==> src/rme_pkg.sv <==
// ----------------------------------------------------------------------------
// rme_pkg
// Shared widths, register codes and controller/datapath command types for the
// modular exponentiation decrypt block.
// ----------------------------------------------------------------------------
package rme_pkg;

   // field and register widths
   localparam int RME_WORD_WIDTH      = 32;
   localparam int RME_CIPHER_WIDTH    = 32;
   localparam int RME_CODE_WIDTH      = 33;
   localparam int RME_EXP_WIDTH       = 32;
   localparam int RME_EXP_COUNT_WIDTH = $clog2(RME_EXP_WIDTH);
   localparam int RME_REG_WIDTH       = 32;
   localparam int RME_ADDR_WIDTH      = 3;

   // offset added to every plaintext code
   localparam logic [RME_CODE_WIDTH-1:0] RME_CODE_OFFSET = 33'd96;

   // register index, taken from the word address
   typedef enum logic [0:0] {
      RME_REG_MODULUS  = 1'b0,
      RME_REG_EXPONENT = 1'b1
   } rme_reg_type;

   // kind of modular multiplication run by the datapath
   typedef enum logic [1:0] {
      MUL_REDUCE,
      MUL_SQUARE,
      MUL_MULT
   } mul_op_type;

   // controller to datapath commands
   typedef struct packed {
      logic       load;
      logic       mul_start;
      mul_op_type mul_op;
      logic       mul_step;
      logic       store_base;
      logic       store_result;
      logic       exp_shift;
      logic       out_load;
   } rme_cmd_type;

   // datapath to controller status
   typedef struct packed {
      logic exp_zero;
      logic exp_bit;
   } rme_status_type;

endpackage

==> src/rme_if.sv <==
// ----------------------------------------------------------------------------
// rme channel interfaces
// Valid/ready channels for ciphertext words in and plaintext codes out.
// ----------------------------------------------------------------------------
interface rme_req_if;
   logic                                 valid;
   logic                                 ready;
   logic [rme_pkg::RME_CIPHER_WIDTH-1:0] cipher_value;
   logic                                 last;

   modport source (output valid, output cipher_value, output last, input ready);
   modport sink   (input valid, input cipher_value, input last, output ready);
endinterface

interface rme_rsp_if;
   logic                               valid;
   logic                               ready;
   logic [rme_pkg::RME_CODE_WIDTH-1:0] plain_code;
   logic                               last_out;

   modport source (output valid, output plain_code, output last_out, input ready);
   modport sink   (input valid, input plain_code, input last_out, output ready);
endinterface

==> src/rme_csr.sv <==
// ----------------------------------------------------------------------------
// rme_csr
// APB-style register file holding the modulus and the private exponent.
// ----------------------------------------------------------------------------
module rme_csr (
   input  logic                                clock,
   input  logic                                reset,
   input  logic                                psel,
   input  logic                                penable,
   input  logic                                pwrite,
   input  logic [rme_pkg::RME_ADDR_WIDTH-1:0]  paddr,
   input  logic [rme_pkg::RME_REG_WIDTH-1:0]   pwdata,
   output logic [rme_pkg::RME_REG_WIDTH-1:0]   prdata,
   output logic                                pready,
   output logic [rme_pkg::RME_REG_WIDTH-1:0]   modulus,
   output logic [rme_pkg::RME_EXP_WIDTH-1:0]   private_exponent
);
   import rme_pkg::*;

   logic [RME_REG_WIDTH-1:0] modulus_ff;
   logic [RME_EXP_WIDTH-1:0] exponent_ff;
   rme_reg_type              reg_sel;
   logic                     wr_en;

   assign reg_sel = rme_reg_type'(paddr[RME_ADDR_WIDTH-1]);
   assign wr_en   = psel && penable && pwrite;
   assign pready  = 1'b1;

   // register writes in the access phase
   always_ff @(posedge clock) begin
      if (reset) begin
         modulus_ff  <= RME_REG_WIDTH'(2);
         exponent_ff <= RME_EXP_WIDTH'(1);
      end else if (wr_en) begin
         case (reg_sel)
            RME_REG_MODULUS:  modulus_ff  <= pwdata;
            RME_REG_EXPONENT: exponent_ff <= pwdata;
            default:          modulus_ff  <= modulus_ff;
         endcase
      end
   end

   // read mux
   always_comb begin
      case (reg_sel)
         RME_REG_MODULUS:  prdata = modulus_ff;
         RME_REG_EXPONENT: prdata = exponent_ff;
         default:          prdata = '0;
      endcase
   end

   assign modulus          = modulus_ff;
   assign private_exponent = exponent_ff;

endmodule

==> src/rme_dp.sv <==
// ----------------------------------------------------------------------------
// rme_dp
// Exponentiation datapath: base, running power, exponent shifter and a
// bit-serial interleaved multiply-and-reduce unit, plus the result register.
// ----------------------------------------------------------------------------
module rme_dp #(
   parameter int WORD_WIDTH = rme_pkg::RME_WORD_WIDTH
) (
   input  logic                                  clock,
   input  logic                                  reset,
   input  rme_pkg::rme_cmd_type                  cmd,
   output rme_pkg::rme_status_type               status,
   input  logic [rme_pkg::RME_REG_WIDTH-1:0]     modulus,
   input  logic [rme_pkg::RME_EXP_WIDTH-1:0]     private_exponent,
   input  logic [rme_pkg::RME_CIPHER_WIDTH-1:0]  cipher_value,
   input  logic                                  last,
   output logic [rme_pkg::RME_CODE_WIDTH-1:0]    plain_code,
   output logic                                  last_out
);
   import rme_pkg::*;

   localparam int SUM_WIDTH = WORD_WIDTH + 2;

   logic [WORD_WIDTH-1:0]     base_ff,   base_in;
   logic [WORD_WIDTH-1:0]     result_ff, result_in;
   logic [WORD_WIDTH-1:0]     acc_ff,    acc_in;
   logic [WORD_WIDTH-1:0]     mul_a_ff,  mul_a_in;
   logic [WORD_WIDTH-1:0]     mul_b_ff,  mul_b_in;
   logic [RME_EXP_WIDTH-1:0]  exp_ff,    exp_in;
   logic                      last_ff,   last_in;
   logic [RME_CODE_WIDTH-1:0] code_ff,   code_in;
   logic                      last_out_ff, last_out_in;

   logic [WORD_WIDTH-1:0] mod_w;
   logic                  mod_zero;
   logic [SUM_WIDTH-1:0]  step_sum;
   logic [SUM_WIDTH-1:0]  mod_x1;
   logic [SUM_WIDTH-1:0]  mod_x2;
   logic [WORD_WIDTH-1:0] step_acc;

   assign mod_w    = modulus[WORD_WIDTH-1:0];
   assign mod_zero = (mod_w == '0);
   assign mod_x1   = SUM_WIDTH'(mod_w);
   assign mod_x2   = {1'b0, mod_w, 1'b0};

   // one multiplier bit: acc = 2*acc + bit*b, then bring back below 3m -> below m
   always_comb begin
      step_sum = {1'b0, acc_ff, 1'b0}
               + (mul_a_ff[WORD_WIDTH-1] ? SUM_WIDTH'(mul_b_ff) : SUM_WIDTH'(0));
      if (mod_zero) begin
         step_acc = step_sum[WORD_WIDTH-1:0];
      end else if (step_sum >= mod_x2) begin
         step_acc = WORD_WIDTH'(step_sum - mod_x2);
      end else if (step_sum >= mod_x1) begin
         step_acc = WORD_WIDTH'(step_sum - mod_x1);
      end else begin
         step_acc = step_sum[WORD_WIDTH-1:0];
      end
   end

   // operand setup and stepping of the multiplier
   always_comb begin
      acc_in   = acc_ff;
      mul_a_in = mul_a_ff;
      mul_b_in = mul_b_ff;
      if (cmd.mul_start) begin
         acc_in = '0;
         case (cmd.mul_op)
            MUL_REDUCE: begin
               mul_a_in = base_ff;
               mul_b_in = WORD_WIDTH'(1);
            end
            MUL_SQUARE: begin
               mul_a_in = result_ff;
               mul_b_in = result_ff;
            end
            MUL_MULT: begin
               mul_a_in = result_ff;
               mul_b_in = base_ff;
            end
            default: begin
               mul_a_in = '0;
               mul_b_in = '0;
            end
         endcase
      end else if (cmd.mul_step) begin
         acc_in   = step_acc;
         mul_a_in = {mul_a_ff[WORD_WIDTH-2:0], 1'b0};
      end
   end

   // item state: base, power, exponent bits, last flag
   always_comb begin
      base_in   = base_ff;
      result_in = result_ff;
      exp_in    = exp_ff;
      last_in   = last_ff;
      if (cmd.load) begin
         base_in   = cipher_value[WORD_WIDTH-1:0];
         result_in = WORD_WIDTH'(1);
         exp_in    = private_exponent;
         last_in   = last;
      end else begin
         if (cmd.store_base) begin
            base_in = step_acc;
         end
         if (cmd.store_result) begin
            result_in = step_acc;
         end
         if (cmd.exp_shift) begin
            exp_in = {exp_ff[RME_EXP_WIDTH-2:0], 1'b0};
         end
      end
   end

   // output register
   always_comb begin
      code_in     = code_ff;
      last_out_in = last_out_ff;
      if (cmd.out_load) begin
         code_in     = RME_CODE_WIDTH'(result_ff) + RME_CODE_OFFSET;
         last_out_in = last_ff;
      end
   end

   always_ff @(posedge clock) begin
      base_ff     <= base_in;
      result_ff   <= result_in;
      acc_ff      <= acc_in;
      mul_a_ff    <= mul_a_in;
      mul_b_ff    <= mul_b_in;
      exp_ff      <= exp_in;
      last_ff     <= last_in;
      code_ff     <= code_in;
      last_out_ff <= last_out_in;
   end

   assign status.exp_zero = (private_exponent == '0);
   assign status.exp_bit  = exp_ff[RME_EXP_WIDTH-1];
   assign plain_code      = code_ff;
   assign last_out        = last_out_ff;

   // checks
   a_load_power_one: assert property (@(posedge clock) disable iff (reset)
      cmd.load |=> (result_ff == WORD_WIDTH'(1)))
      else $error("power not set to one after load");

   a_start_clears_acc: assert property (@(posedge clock) disable iff (reset)
      cmd.mul_start |=> (acc_ff == '0))
      else $error("accumulator not cleared at multiply start");

   a_last_follows: assert property (@(posedge clock) disable iff (reset)
      cmd.out_load |=> (last_out_ff == $past(last_ff)))
      else $error("last flag lost on output load");

endmodule

==> src/rme_ctrl.sv <==
// ----------------------------------------------------------------------------
// rme_ctrl
// Controller: accepts a word, sequences base reduction, then square and
// conditional multiply for each exponent bit, and hands the code to the
// output register. A zero exponent goes straight to the output register.
// ----------------------------------------------------------------------------
module rme_ctrl #(
   parameter int WORD_WIDTH = rme_pkg::RME_WORD_WIDTH
) (
   input  logic                     clock,
   input  logic                     reset,
   input  logic                     req_valid,
   output logic                     req_ready,
   output logic                     rsp_valid,
   input  logic                     rsp_ready,
   input  rme_pkg::rme_status_type  status,
   output rme_pkg::rme_cmd_type     cmd
);
   import rme_pkg::*;

   localparam int STEP_WIDTH = $clog2(WORD_WIDTH);
   localparam logic [STEP_WIDTH-1:0] STEP_LAST = STEP_WIDTH'(WORD_WIDTH - 1);
   localparam logic [RME_EXP_COUNT_WIDTH-1:0] BIT_LAST =
      RME_EXP_COUNT_WIDTH'(RME_EXP_WIDTH - 1);

   typedef enum logic [1:0] {
      IDLE,
      START,
      MUL,
      FINISH
   } state_type;

   state_type                      state_ff,     state_in;
   mul_op_type                     op_ff,        op_in;
   logic [STEP_WIDTH-1:0]          step_ff,      step_in;
   logic [RME_EXP_COUNT_WIDTH-1:0] bit_ff,       bit_in;
   logic                           rsp_valid_ff, rsp_valid_in;
   logic                           bit_done;

   // next state and commands
   always_comb begin
      state_in     = state_ff;
      op_in        = op_ff;
      step_in      = step_ff;
      bit_in       = bit_ff;
      rsp_valid_in = rsp_valid_ff && !rsp_ready;
      bit_done     = 1'b0;
      cmd          = '0;
      case (state_ff)
         IDLE: begin
            if (req_valid) begin
               cmd.load = 1'b1;
               bit_in   = '0;
               op_in    = MUL_REDUCE;
               state_in = status.exp_zero ? FINISH : START;
            end
         end
         START: begin
            cmd.mul_start = 1'b1;
            cmd.mul_op    = op_ff;
            step_in       = '0;
            state_in      = MUL;
         end
         MUL: begin
            cmd.mul_step = 1'b1;
            step_in      = step_ff + 1'b1;
            if (step_ff == STEP_LAST) begin
               case (op_ff)
                  MUL_REDUCE: begin
                     cmd.store_base = 1'b1;
                     op_in          = MUL_SQUARE;
                     state_in       = START;
                  end
                  MUL_SQUARE: begin
                     cmd.store_result = 1'b1;
                     if (status.exp_bit) begin
                        op_in    = MUL_MULT;
                        state_in = START;
                     end else begin
                        bit_done = 1'b1;
                     end
                  end
                  MUL_MULT: begin
                     cmd.store_result = 1'b1;
                     bit_done         = 1'b1;
                  end
                  default: begin
                     state_in = IDLE;
                  end
               endcase
            end
         end
         FINISH: begin
            if (!rsp_valid_ff || rsp_ready) begin
               cmd.out_load = 1'b1;
               rsp_valid_in = 1'b1;
               state_in     = IDLE;
            end
         end
         default: begin
            state_in = IDLE;
         end
      endcase

      // move on to the next exponent bit
      if (bit_done) begin
         cmd.exp_shift = 1'b1;
         bit_in        = bit_ff + 1'b1;
         op_in         = MUL_SQUARE;
         state_in      = (bit_ff == BIT_LAST) ? FINISH : START;
      end
   end

   // state and registered outputs
   always_ff @(posedge clock) begin
      if (reset) begin
         state_ff     <= IDLE;
         op_ff        <= MUL_REDUCE;
         step_ff      <= '0;
         bit_ff       <= '0;
         rsp_valid_ff <= 1'b0;
      end else begin
         state_ff     <= state_in;
         op_ff        <= op_in;
         step_ff      <= step_in;
         bit_ff       <= bit_in;
         rsp_valid_ff <= rsp_valid_in;
      end
   end

   assign req_ready = (state_ff == IDLE);
   assign rsp_valid = rsp_valid_ff;

   // checks
   a_busy_after_accept: assert property (@(posedge clock) disable iff (reset)
      (req_valid && req_ready) |=> !req_ready)
      else $error("ready still high after accepting a beat");

   a_step_in_range: assert property (@(posedge clock) disable iff (reset)
      (state_ff == MUL) |-> (step_ff <= STEP_LAST))
      else $error("multiplier step count out of range");

   a_store_then_next: assert property (@(posedge clock) disable iff (reset)
      cmd.store_result |=> (state_ff == START || state_ff == FINISH))
      else $error("unexpected state after storing the power");

endmodule

==> src/rsa_modular_exponent_decrypt.sv <==
// ----------------------------------------------------------------------------
// rsa_modular_exponent_decrypt
// Each ciphertext beat returns (cipher ^ exponent mod modulus) + 96 with the
// last flag copied; a zero exponent gives a power of one, never reduced. One
// word is processed at a time, and the pace is set by the bit-serial
// multiply-and-reduce unit: one multiplier bit a cycle, one base reduction
// plus a square for each of the 32 exponent bits and a multiply for each set
// bit. The next beat is taken while a finished code still waits in the output
// register. Modulus (0x0) and private exponent (0x4) are written over the APB
// port; the user must write them only while the block is idle, and the block
// itself does not enforce this. A zero modulus means arithmetic modulo
// 2^WORD_WIDTH.
// ----------------------------------------------------------------------------
module rsa_modular_exponent_decrypt #(
   parameter int WORD_WIDTH = rme_pkg::RME_WORD_WIDTH
) (
   input  logic                                clock,
   input  logic                                reset,
   rme_req_if.sink                             req,
   rme_rsp_if.source                           rsp,
   input  logic                                psel,
   input  logic                                penable,
   input  logic                                pwrite,
   input  logic [rme_pkg::RME_ADDR_WIDTH-1:0]  paddr,
   input  logic [rme_pkg::RME_REG_WIDTH-1:0]   pwdata,
   output logic [rme_pkg::RME_REG_WIDTH-1:0]   prdata,
   output logic                                pready
);
   import rme_pkg::*;

   logic [RME_REG_WIDTH-1:0] modulus;
   logic [RME_EXP_WIDTH-1:0] private_exponent;
   rme_cmd_type              cmd;
   rme_status_type           status;

   // configuration registers
   rme_csr u_csr (
      .clock            (clock),
      .reset            (reset),
      .psel             (psel),
      .penable          (penable),
      .pwrite           (pwrite),
      .paddr            (paddr),
      .pwdata           (pwdata),
      .prdata           (prdata),
      .pready           (pready),
      .modulus          (modulus),
      .private_exponent (private_exponent)
   );

   // sequencing
   rme_ctrl #(
      .WORD_WIDTH (WORD_WIDTH)
   ) u_ctrl (
      .clock     (clock),
      .reset     (reset),
      .req_valid (req.valid),
      .req_ready (req.ready),
      .rsp_valid (rsp.valid),
      .rsp_ready (rsp.ready),
      .status    (status),
      .cmd       (cmd)
   );

   // arithmetic and output register
   rme_dp #(
      .WORD_WIDTH (WORD_WIDTH)
   ) u_dp (
      .clock            (clock),
      .reset            (reset),
      .cmd              (cmd),
      .status           (status),
      .modulus          (modulus),
      .private_exponent (private_exponent),
      .cipher_value     (req.cipher_value),
      .last             (req.last),
      .plain_code       (rsp.plain_code),
      .last_out         (rsp.last_out)
   );

endmodule

==> src/flat_wrapper.sv <==
// flat-port wrapper written by rule: the top's interface ports become plain ports
module rsa_modular_exponent_decrypt_flat import rme_pkg::*;
#(
   parameter int WORD_WIDTH = rme_pkg::RME_WORD_WIDTH
)
  (clock, reset, psel, penable, pwrite, paddr, pwdata, prdata, pready, req_valid, req_cipher_value, req_last, req_ready, rsp_valid, rsp_plain_code, rsp_last_out, rsp_ready);
  rme_req_if req_i ();
  rme_rsp_if rsp_i ();
  input  logic clock;
  input  logic reset;
  input  logic psel;
  input  logic penable;
  input  logic pwrite;
  input  logic [rme_pkg::RME_ADDR_WIDTH-1:0] paddr;
  input  logic [rme_pkg::RME_REG_WIDTH-1:0] pwdata;
  output logic [rme_pkg::RME_REG_WIDTH-1:0] prdata;
  output logic pready;
  input wire logic [$bits(req_i.valid)-1:0] req_valid;
  input wire logic [$bits(req_i.cipher_value)-1:0] req_cipher_value;
  input wire logic [$bits(req_i.last)-1:0] req_last;
  output wire logic [$bits(req_i.ready)-1:0] req_ready;
  output wire logic [$bits(rsp_i.valid)-1:0] rsp_valid;
  output wire logic [$bits(rsp_i.plain_code)-1:0] rsp_plain_code;
  output wire logic [$bits(rsp_i.last_out)-1:0] rsp_last_out;
  input wire logic [$bits(rsp_i.ready)-1:0] rsp_ready;
  assign req_i.valid = req_valid;
  assign req_i.cipher_value = req_cipher_value;
  assign req_i.last = req_last;
  assign req_ready = req_i.ready;
  assign rsp_valid = rsp_i.valid;
  assign rsp_plain_code = rsp_i.plain_code;
  assign rsp_last_out = rsp_i.last_out;
  assign rsp_i.ready = rsp_ready;
  rsa_modular_exponent_decrypt #(.WORD_WIDTH(WORD_WIDTH)) u_core (.clock(clock), .reset(reset), .req(req_i), .rsp(rsp_i), .psel(psel), .penable(penable), .pwrite(pwrite), .paddr(paddr), .pwdata(pwdata), .prdata(prdata), .pready(pready));
endmodule
==> config.mk <==
export PLATFORM = sky130hd
export DESIGN_NAME = rsa_modular_exponent_decrypt_flat
export DESIGN_NICKNAME = d
export VERILOG_FILES = /design/src/rme_pkg.sv /design/src/rme_if.sv /design/src/rme_csr.sv /design/src/rme_dp.sv /design/src/rme_ctrl.sv /design/src/rsa_modular_exponent_decrypt.sv /design/src/flat_wrapper.sv
export SDC_FILE = /design/constraint.sdc
export NUM_CORES = 1
export LEC_CHECK = 0
export BUFFER_PORTS_ARGS = -buffer_cell sky130_fd_sc_hd__buf_2
export CAP_MARGIN = 20
export CORE_UTILIZATION = 66
export DETAILED_ROUTE_END_ITERATION = 7
export PLACE_DENSITY = 0.83
export RECOVER_POWER = 100
export SLEW_MARGIN = 20
export SYNTH_ARGS = -nofsm -noshare
export SYNTH_HDL_FRONTEND = slang
export SYNTH_SLANG_ARGS = --single-unit
export TNS_END_PERCENT = 5
==> constraint.sdc <==
create_clock -name clock -period 14.45 [get_ports clock]
set_clock_uncertainty 0.1 [all_clocks]
set_input_delay 0.7225 -clock clock [delete_from_list [all_inputs] [get_ports clock]]
set_output_delay 0.7225 -clock clock [all_outputs]
set_load 0.02 [all_outputs]
After elaboration in Yosys (flattened, before gate mapping). Cells that the tools add are included.

Flip-flop bits (word level): 306. Output and inout port bits: 69. Logic and storage cells: 121.

$add $sub $neg: 6. Order comparisons: 2. Equality and inequality tests: 19. Muxes and demuxes: 48. Bitwise logic cells: 1. Reduce and logical (&&, ||, !) cells: 28.

Operators with widths (count): 32-bit two-way mux (10); 32-bit case mux with 2 select lines (2); 32-bit case mux with 3 select lines (1); 32-bit zero test (2); 32-bit subtractor (2); 33-bit by 32-bit adder with 34-bit output (1); 34-bit by 32-bit greater-or-equal comparator with 1-bit output (1); 34-bit by 33-bit greater-or-equal comparator with 1-bit output (1); 32-bit by 7-bit adder with 33-bit output, second input constant (1); 2-bit two-way mux (11); 5-bit two-way mux (3); 5-bit AND reduction (3); 2-bit nonzero test (7); 1-bit two-way mux (13); 3-bit inequality test, second input constant (4); 5-bit by 1-bit adder with 5-bit output, second input constant (2); 5-bit equality test, second input constant (2); 5-bit case mux with 2 select lines (1); 2-bit equality test, second input constant (4); 2-bit case mux with 2 select lines (2); 2-bit case mux with 4 select lines (1); 2-bit by 1-bit equality test with 1-bit output, second input constant (3); 2-bit zero test (3); 3-bit two-way mux (2); 13 further kinds (22).

Logic depth before layout (Yosys ltp).
Depth after elaboration: 8. Depth in mapped cells: 27. Gate-level depth less buffers: 25.

Hierarchy. From an unflattened synthesis, not the netlist that was laid out.

Cells, all modules: 2040. Area total of the unflattened synthesis: 19476.2 um^2.

By module, submodules not included: rme_dp (instances 1, cells an instance 1636, area each 15408.5 um^2, seq. area each 6175.9 um^2); rme_csr (instances 1, cells an instance 284, area each 3065.4 um^2, seq. area each 1281.2 um^2); rme_ctrl (instances 1, cells an instance 120, area each 1002.2 um^2, seq. area each 300.3 um^2).

Worst setup path after synthesis. Ideal clock, no wire load.

Kind: register -> register. Start: register u_core.u_dp.mul_a_ff[31]. End: register u_core.u_dp.base_ff[19] (data pin). Arrival: 5.470 ns. Required time: 14.080 ns. Path slack: 8.609 ns. Cell stages (with the launch flop): 26. Buffers on the path: 2. Cell sequence: edfxtp_1 > clkbuf_1 > and2_1 > ha_1 > a21o_1 > a211o_1 > o21a_1 > a311o_2 > a221o_1 > a21oi_2 > mux2_1 > nor2_1 > inv_1 > ha_1 > nand3_1 > nor3_1 > nand2_1 > a21o_1 > o21ai_0 > o31ai_1 > and3_1 > buf_4 > and2_1 > a32o_1 > a22oi_1 > a21oi_1.

Word-level cells in the longest chain between the ends: 8. Elaborated cells between the ends (all ways): 11.

Ends and longest elaborated chain: from (decl) (RTL line rme_dp.sv:27) `logic [WORD_WIDTH-1:0] mul_a_ff, mul_a_in;`; from (signal assigned) (RTL line rme_dp.sv:130) `mul_a_ff <= mul_a_in;`; 32-bit two-way mux (*) (RTL line rme_dp.sv:49) `+ (mul_a_ff[WORD_WIDTH-1] ? SUM_WIDTH'(mul_b_ff) : SUM_WIDTH'(0));`; 33-bit by 32-bit adder with 34-bit output (*) (RTL line rme_dp.sv:49); 32-bit subtractor or 34-bit by 32-bit greater-or-equal comparator with 1-bit output (tied branches) (RTL line rme_dp.sv:55, rme_dp.sv:54); 32-bit two-way mux (RTL line rme_dp.sv:54) `end else if (step_sum >= mod_x1) begin`; 32-bit two-way mux (RTL line rme_dp.sv:52) `end else if (step_sum >= mod_x2) begin`; 32-bit two-way mux (*) (RTL line rme_dp.sv:50) `if (mod_zero) begin`; 32-bit two-way mux (*) (RTL line rme_dp.sv:104) `if (cmd.store_base) begin`; 32-bit two-way mux (*) (RTL line rme_dp.sv:98) `if (cmd.load) begin`; net u_core.u_dp.base_in[19] (RTL line rme_dp.sv:24) `logic [WORD_WIDTH-1:0] base_ff, base_in;`; to (signal assigned) (RTL line rme_dp.sv:127) `base_ff <= base_in;`; to (decl) (RTL line rme_dp.sv:24).

The timed path passes the listed nets; every way through them passes the cells marked *. The select of a mux whose other input is x is not followed. A chain may end at the register's enable or synchronous reset.

Final worst setup path.
Start: register u_core.u_dp.mul_a_ff[31]. End: register u_core.u_dp.base_ff[6] (data pin).

Same word-level chain as after synthesis.

==> run metrics <==
outcome complete, but fails checks; failing checks max-capacitance violations, max-slew violations; Initial Util 0.6722; Seq/Total Area, Yosys 0.4143; top post-synthesis cells by area edfxtp_1, dfxtp_1, ha_1, nand2_1, a21oi_1; R2R setup slack 5.11 ns; Post-Synth Simple-Gate Area 0.1829; crit start category flop; pin count of the biggest net entering global routing 86; clk buf depth 3; Die Area 0.02905 mm^2; Hold Vio Cnt, Final 0; post-DP HPWL 39660 um; post-place setup slack 6.540 ns; Synth Area in Compound Gates 0.2235; reg2reg end u_core.u_dp.base_ff[6]$_DFFE_PP_; xor and xnor area share after synthesis 0.04911; worst slew pin tran 3.770 ns; Die X 170.4 um; unrepaired setup endpoints after global routing false; Core Area approximately 0.028 mm^2; Vias 17440; PwrDens 237.6 mW/mm^2; Yosys top cell area share 0.2614; Reg clk slew, reported paths 0.06 ns; Sink Count 306; count of input and output buffers 140; Final ANT Viol Nets 0; FF-to-FF path depth 26; first-pass GRT wire length 84460 um; Worst Path Required roughly 14 ns; Synthesized Nets roughly 2400; Post-synth EDFFs 163; synth cell count leaders nand2_1, a21oi_1, nor2_1, edfxtp_1, dfxtp_1; maximum VDD drop 0.0001755 V; Max Clk Rate 107.1 MHz; count leader, synth nand2_1; setup_tns 0 ns; Setup WS post-layout 5.113 ns; Non-Filler Instances 2677; row cnt 61; min-delay src req_last; Unique masters post-synth 82; Avg Vias per Cell between 6 and 7; Hold EP u_core.u_dp.last_ff$_DFFE_PP_; top_reg_cell synth edfxtp_1; worst-path maximum fanout 32; Finish-stage setup viols 0; Post-Synthesis Cells 2202; Max Slew Vio Count ~500; Final Cycle Share 0.6461; worst hold stages 1; gr usage total 0.3732; starting DRC count in detailed routing 1962; vias in the first global route 15900; Placer Congestion 0.9961; TritonCTS clock tree built; Reg2Reg Launch Point u_core.u_dp.mul_a_ff[31]$_DFFE_PP_; CTS HTree Levels 2; most crowded layer after global routing met2; antenna violations before repair 0; antenna diode instance count 0; Hold Path Class in -> reg; clock latency on the worst-skew pair 0.53 ns; Crit Path Category reg -> reg; MaxCap Viol Count 9; main combinational cell family by area after synthesis compound AO/OA/AOI/OAI gates; clock root cell clkbuf_16; Synth Register Bits ~310; Overflow after GRT 0; Synth Area in Adders 0.07738; io pins 144; Worst EP arrival 9.33 ns; Placed Cells incl. Taps around 2600; Area Overhead vs Synth 9.562%; Yosys warning total 0; finished layout cell area between 0.02 and 0.025 mm^2; final WL roughly 55000 um; GRT met2 Usage 0.6242; CP Capture Type flop; Worst slew margin -1.514; die height ~170 um; met1 usage 0.4972; DR DRC count 0; grt met3 use 0.03791; mapped cell area about 0.019 mm^2; Final min period 9.337 ns; cts hold-fix bufs 0; syn avg cell area 8.504 um^2; post-cts repair resize count 0; post-synth top area cell edfxtp_1; Pre-antenna DRT Iters 7; average wire per standard cell 20.72 um; Static Leakage 8.086 nW; layout cell share with drive strength beyond 1 0.06742; # nets final 2463; mux share of post-synthesis cell area 0.004009; Placement Cell Area around 0.020 mm^2; CTS buffer count 34; Async SR Flop Fraction 0; Setup Fix Bufs, Post-CTS 0
through the flow:
stage	utilization	total power, mW	hold slack, ns
global placement	0.7030	3.899	0.3150
detailed placement	0.7032	3.937	0.3059
finish	0.7364	4.875	0.2817
CTS	0.7426	4.807	0.2705
floorplan	-	3.152	0.3003
global route	0.7364	5.094	0.2798
layer usage:
| layer | share of wire | vias to the layer above | wire length [um] |
|---|---|---|---|
| met5 | 0 | - | 0 |
| met4 | 0.037 | 0 | 2076 |
| met3 | 0.077 | 139 | 4271 |
| met2 | 0.47 | 897 | 26340 |
| met1 | 0.41 | 8315 | 22780 |
| li1 | - | 8090 | - |
worst max-delay path, cell delays in order, from the launching register on:
cell      delay, ns
edfxtp_1       0.33
clkbuf_1       0.83
and2_0         0.32
ha_1           0.23
inv_1          0.07
fa_1           0.39
nand2b_1       0.18
a21oi_1        0.24
o21a_1         0.27
a311o_1        0.38
a221o_1        0.20
a21oi_1        0.09
mux2_1         0.32
nor2_1         0.14
inv_1          0.09
ha_1           0.40
nand3_1        0.16
nor3_1         0.39
nand2_1        0.12
a21o_1         0.17
o21ai_0        0.80
o31ai_1        0.21
and3_1         0.54
nand2_1        0.88
o22ai_1        0.21
a22oi_1        0.63
a21oi_1        0.17
state kept, by name (all words and copies together) (netlist names), 32 cells and up:
register and cells:
u_core.u_dp.plain_code 33, u_core.u_dp.result_ff 32, u_core.u_csr.modulus 32, u_core.u_dp.acc_ff 32
u_core.u_csr.private_exponent 32, u_core.u_dp.mul_b_ff 32, u_core.u_dp.base_ff 32, u_core.u_dp.exp_ff 32
u_core.u_dp.mul_a_ff 32
cells in the final DEF (no fill, tap or decap), types with 7 or more instances in the layout:
cell       netlist  layout
a31oi_1         17      17
o21bai_1        14      14
nor3_1          21      21
a221oi_1        10      10
nand4_1         20      20
a21o_1          32      32
xor2_1          38      38
clkbuf_16        0      35
nor2_1         173     171
nand2b_1        20      19
clkinv_2         0       9
nand2_1        369     370
dfxtp_1        143     143
nand3_1         55      56
nor4_1          21      21
inv_1          107     107
o22ai_1         53      53
ha_1           111     109
o21ai_0        118     118
o221ai_1         7       7
o211ai_1         9       9
edfxtp_1       163     163
and3_1          20      20
a211oi_1        43      43
and2_1          35      33
o21a_1          13      13
a21oi_1        206     207
a22oi_1         84      84
clkbuf_1       102      82
buf_4            2      10
xnor2_1         67      67
or3_1            7       7
nor2b_1          9       9
buf_2           11      72
power by group:
part	switching [mW]	internal, mW	leakage, nW
clock network	0.353	0.505	0.542
logic	1.87	0.959	4.82
registers	0.0640	1.13	2.73
how the worst max path moves through the flow:
stage,start,end,cells past startpoint
floorplan,u_core.u_dp.mul_a_ff[31]$_DFFE_PP_,u_core.u_dp.base_ff[19]$_DFFE_PP_,25
global placement,u_core.u_dp.mul_a_ff[31]$_DFFE_PP_,u_core.u_dp.base_ff[23]$_DFFE_PP_,24
detailed placement,u_core.u_dp.mul_a_ff[31]$_DFFE_PP_,u_core.u_dp.base_ff[23]$_DFFE_PP_,24
CTS,u_core.u_dp.mul_a_ff[31]$_DFFE_PP_,u_core.u_dp.base_ff[23]$_DFFE_PP_,24
global route,u_core.u_dp.mul_a_ff[31]$_DFFE_PP_,u_core.u_dp.base_ff[6]$_DFFE_PP_,26
finish,u_core.u_dp.mul_a_ff[31]$_DFFE_PP_,u_core.u_dp.base_ff[6]$_DFFE_PP_,26
cell families after synthesis:
kind of cell    Yosys count
simple gates            774
compound gates          662
flops                   306
buf+inv                 233
fa+ha+maj               114
xor+xnor                105
mux                       7
other cells               1
final cells by class:
type	instances	area [um^2]
multi-input cells	1663	10050
flip-flops and latches	306	7757
fillers	2188	7342
clock buffers	40	904.6
repair buffers	160	728.2
well taps	378	473.0
inverters	109	409.1
clock inverters	21	193.9
(Power assumes the default switching activity.)
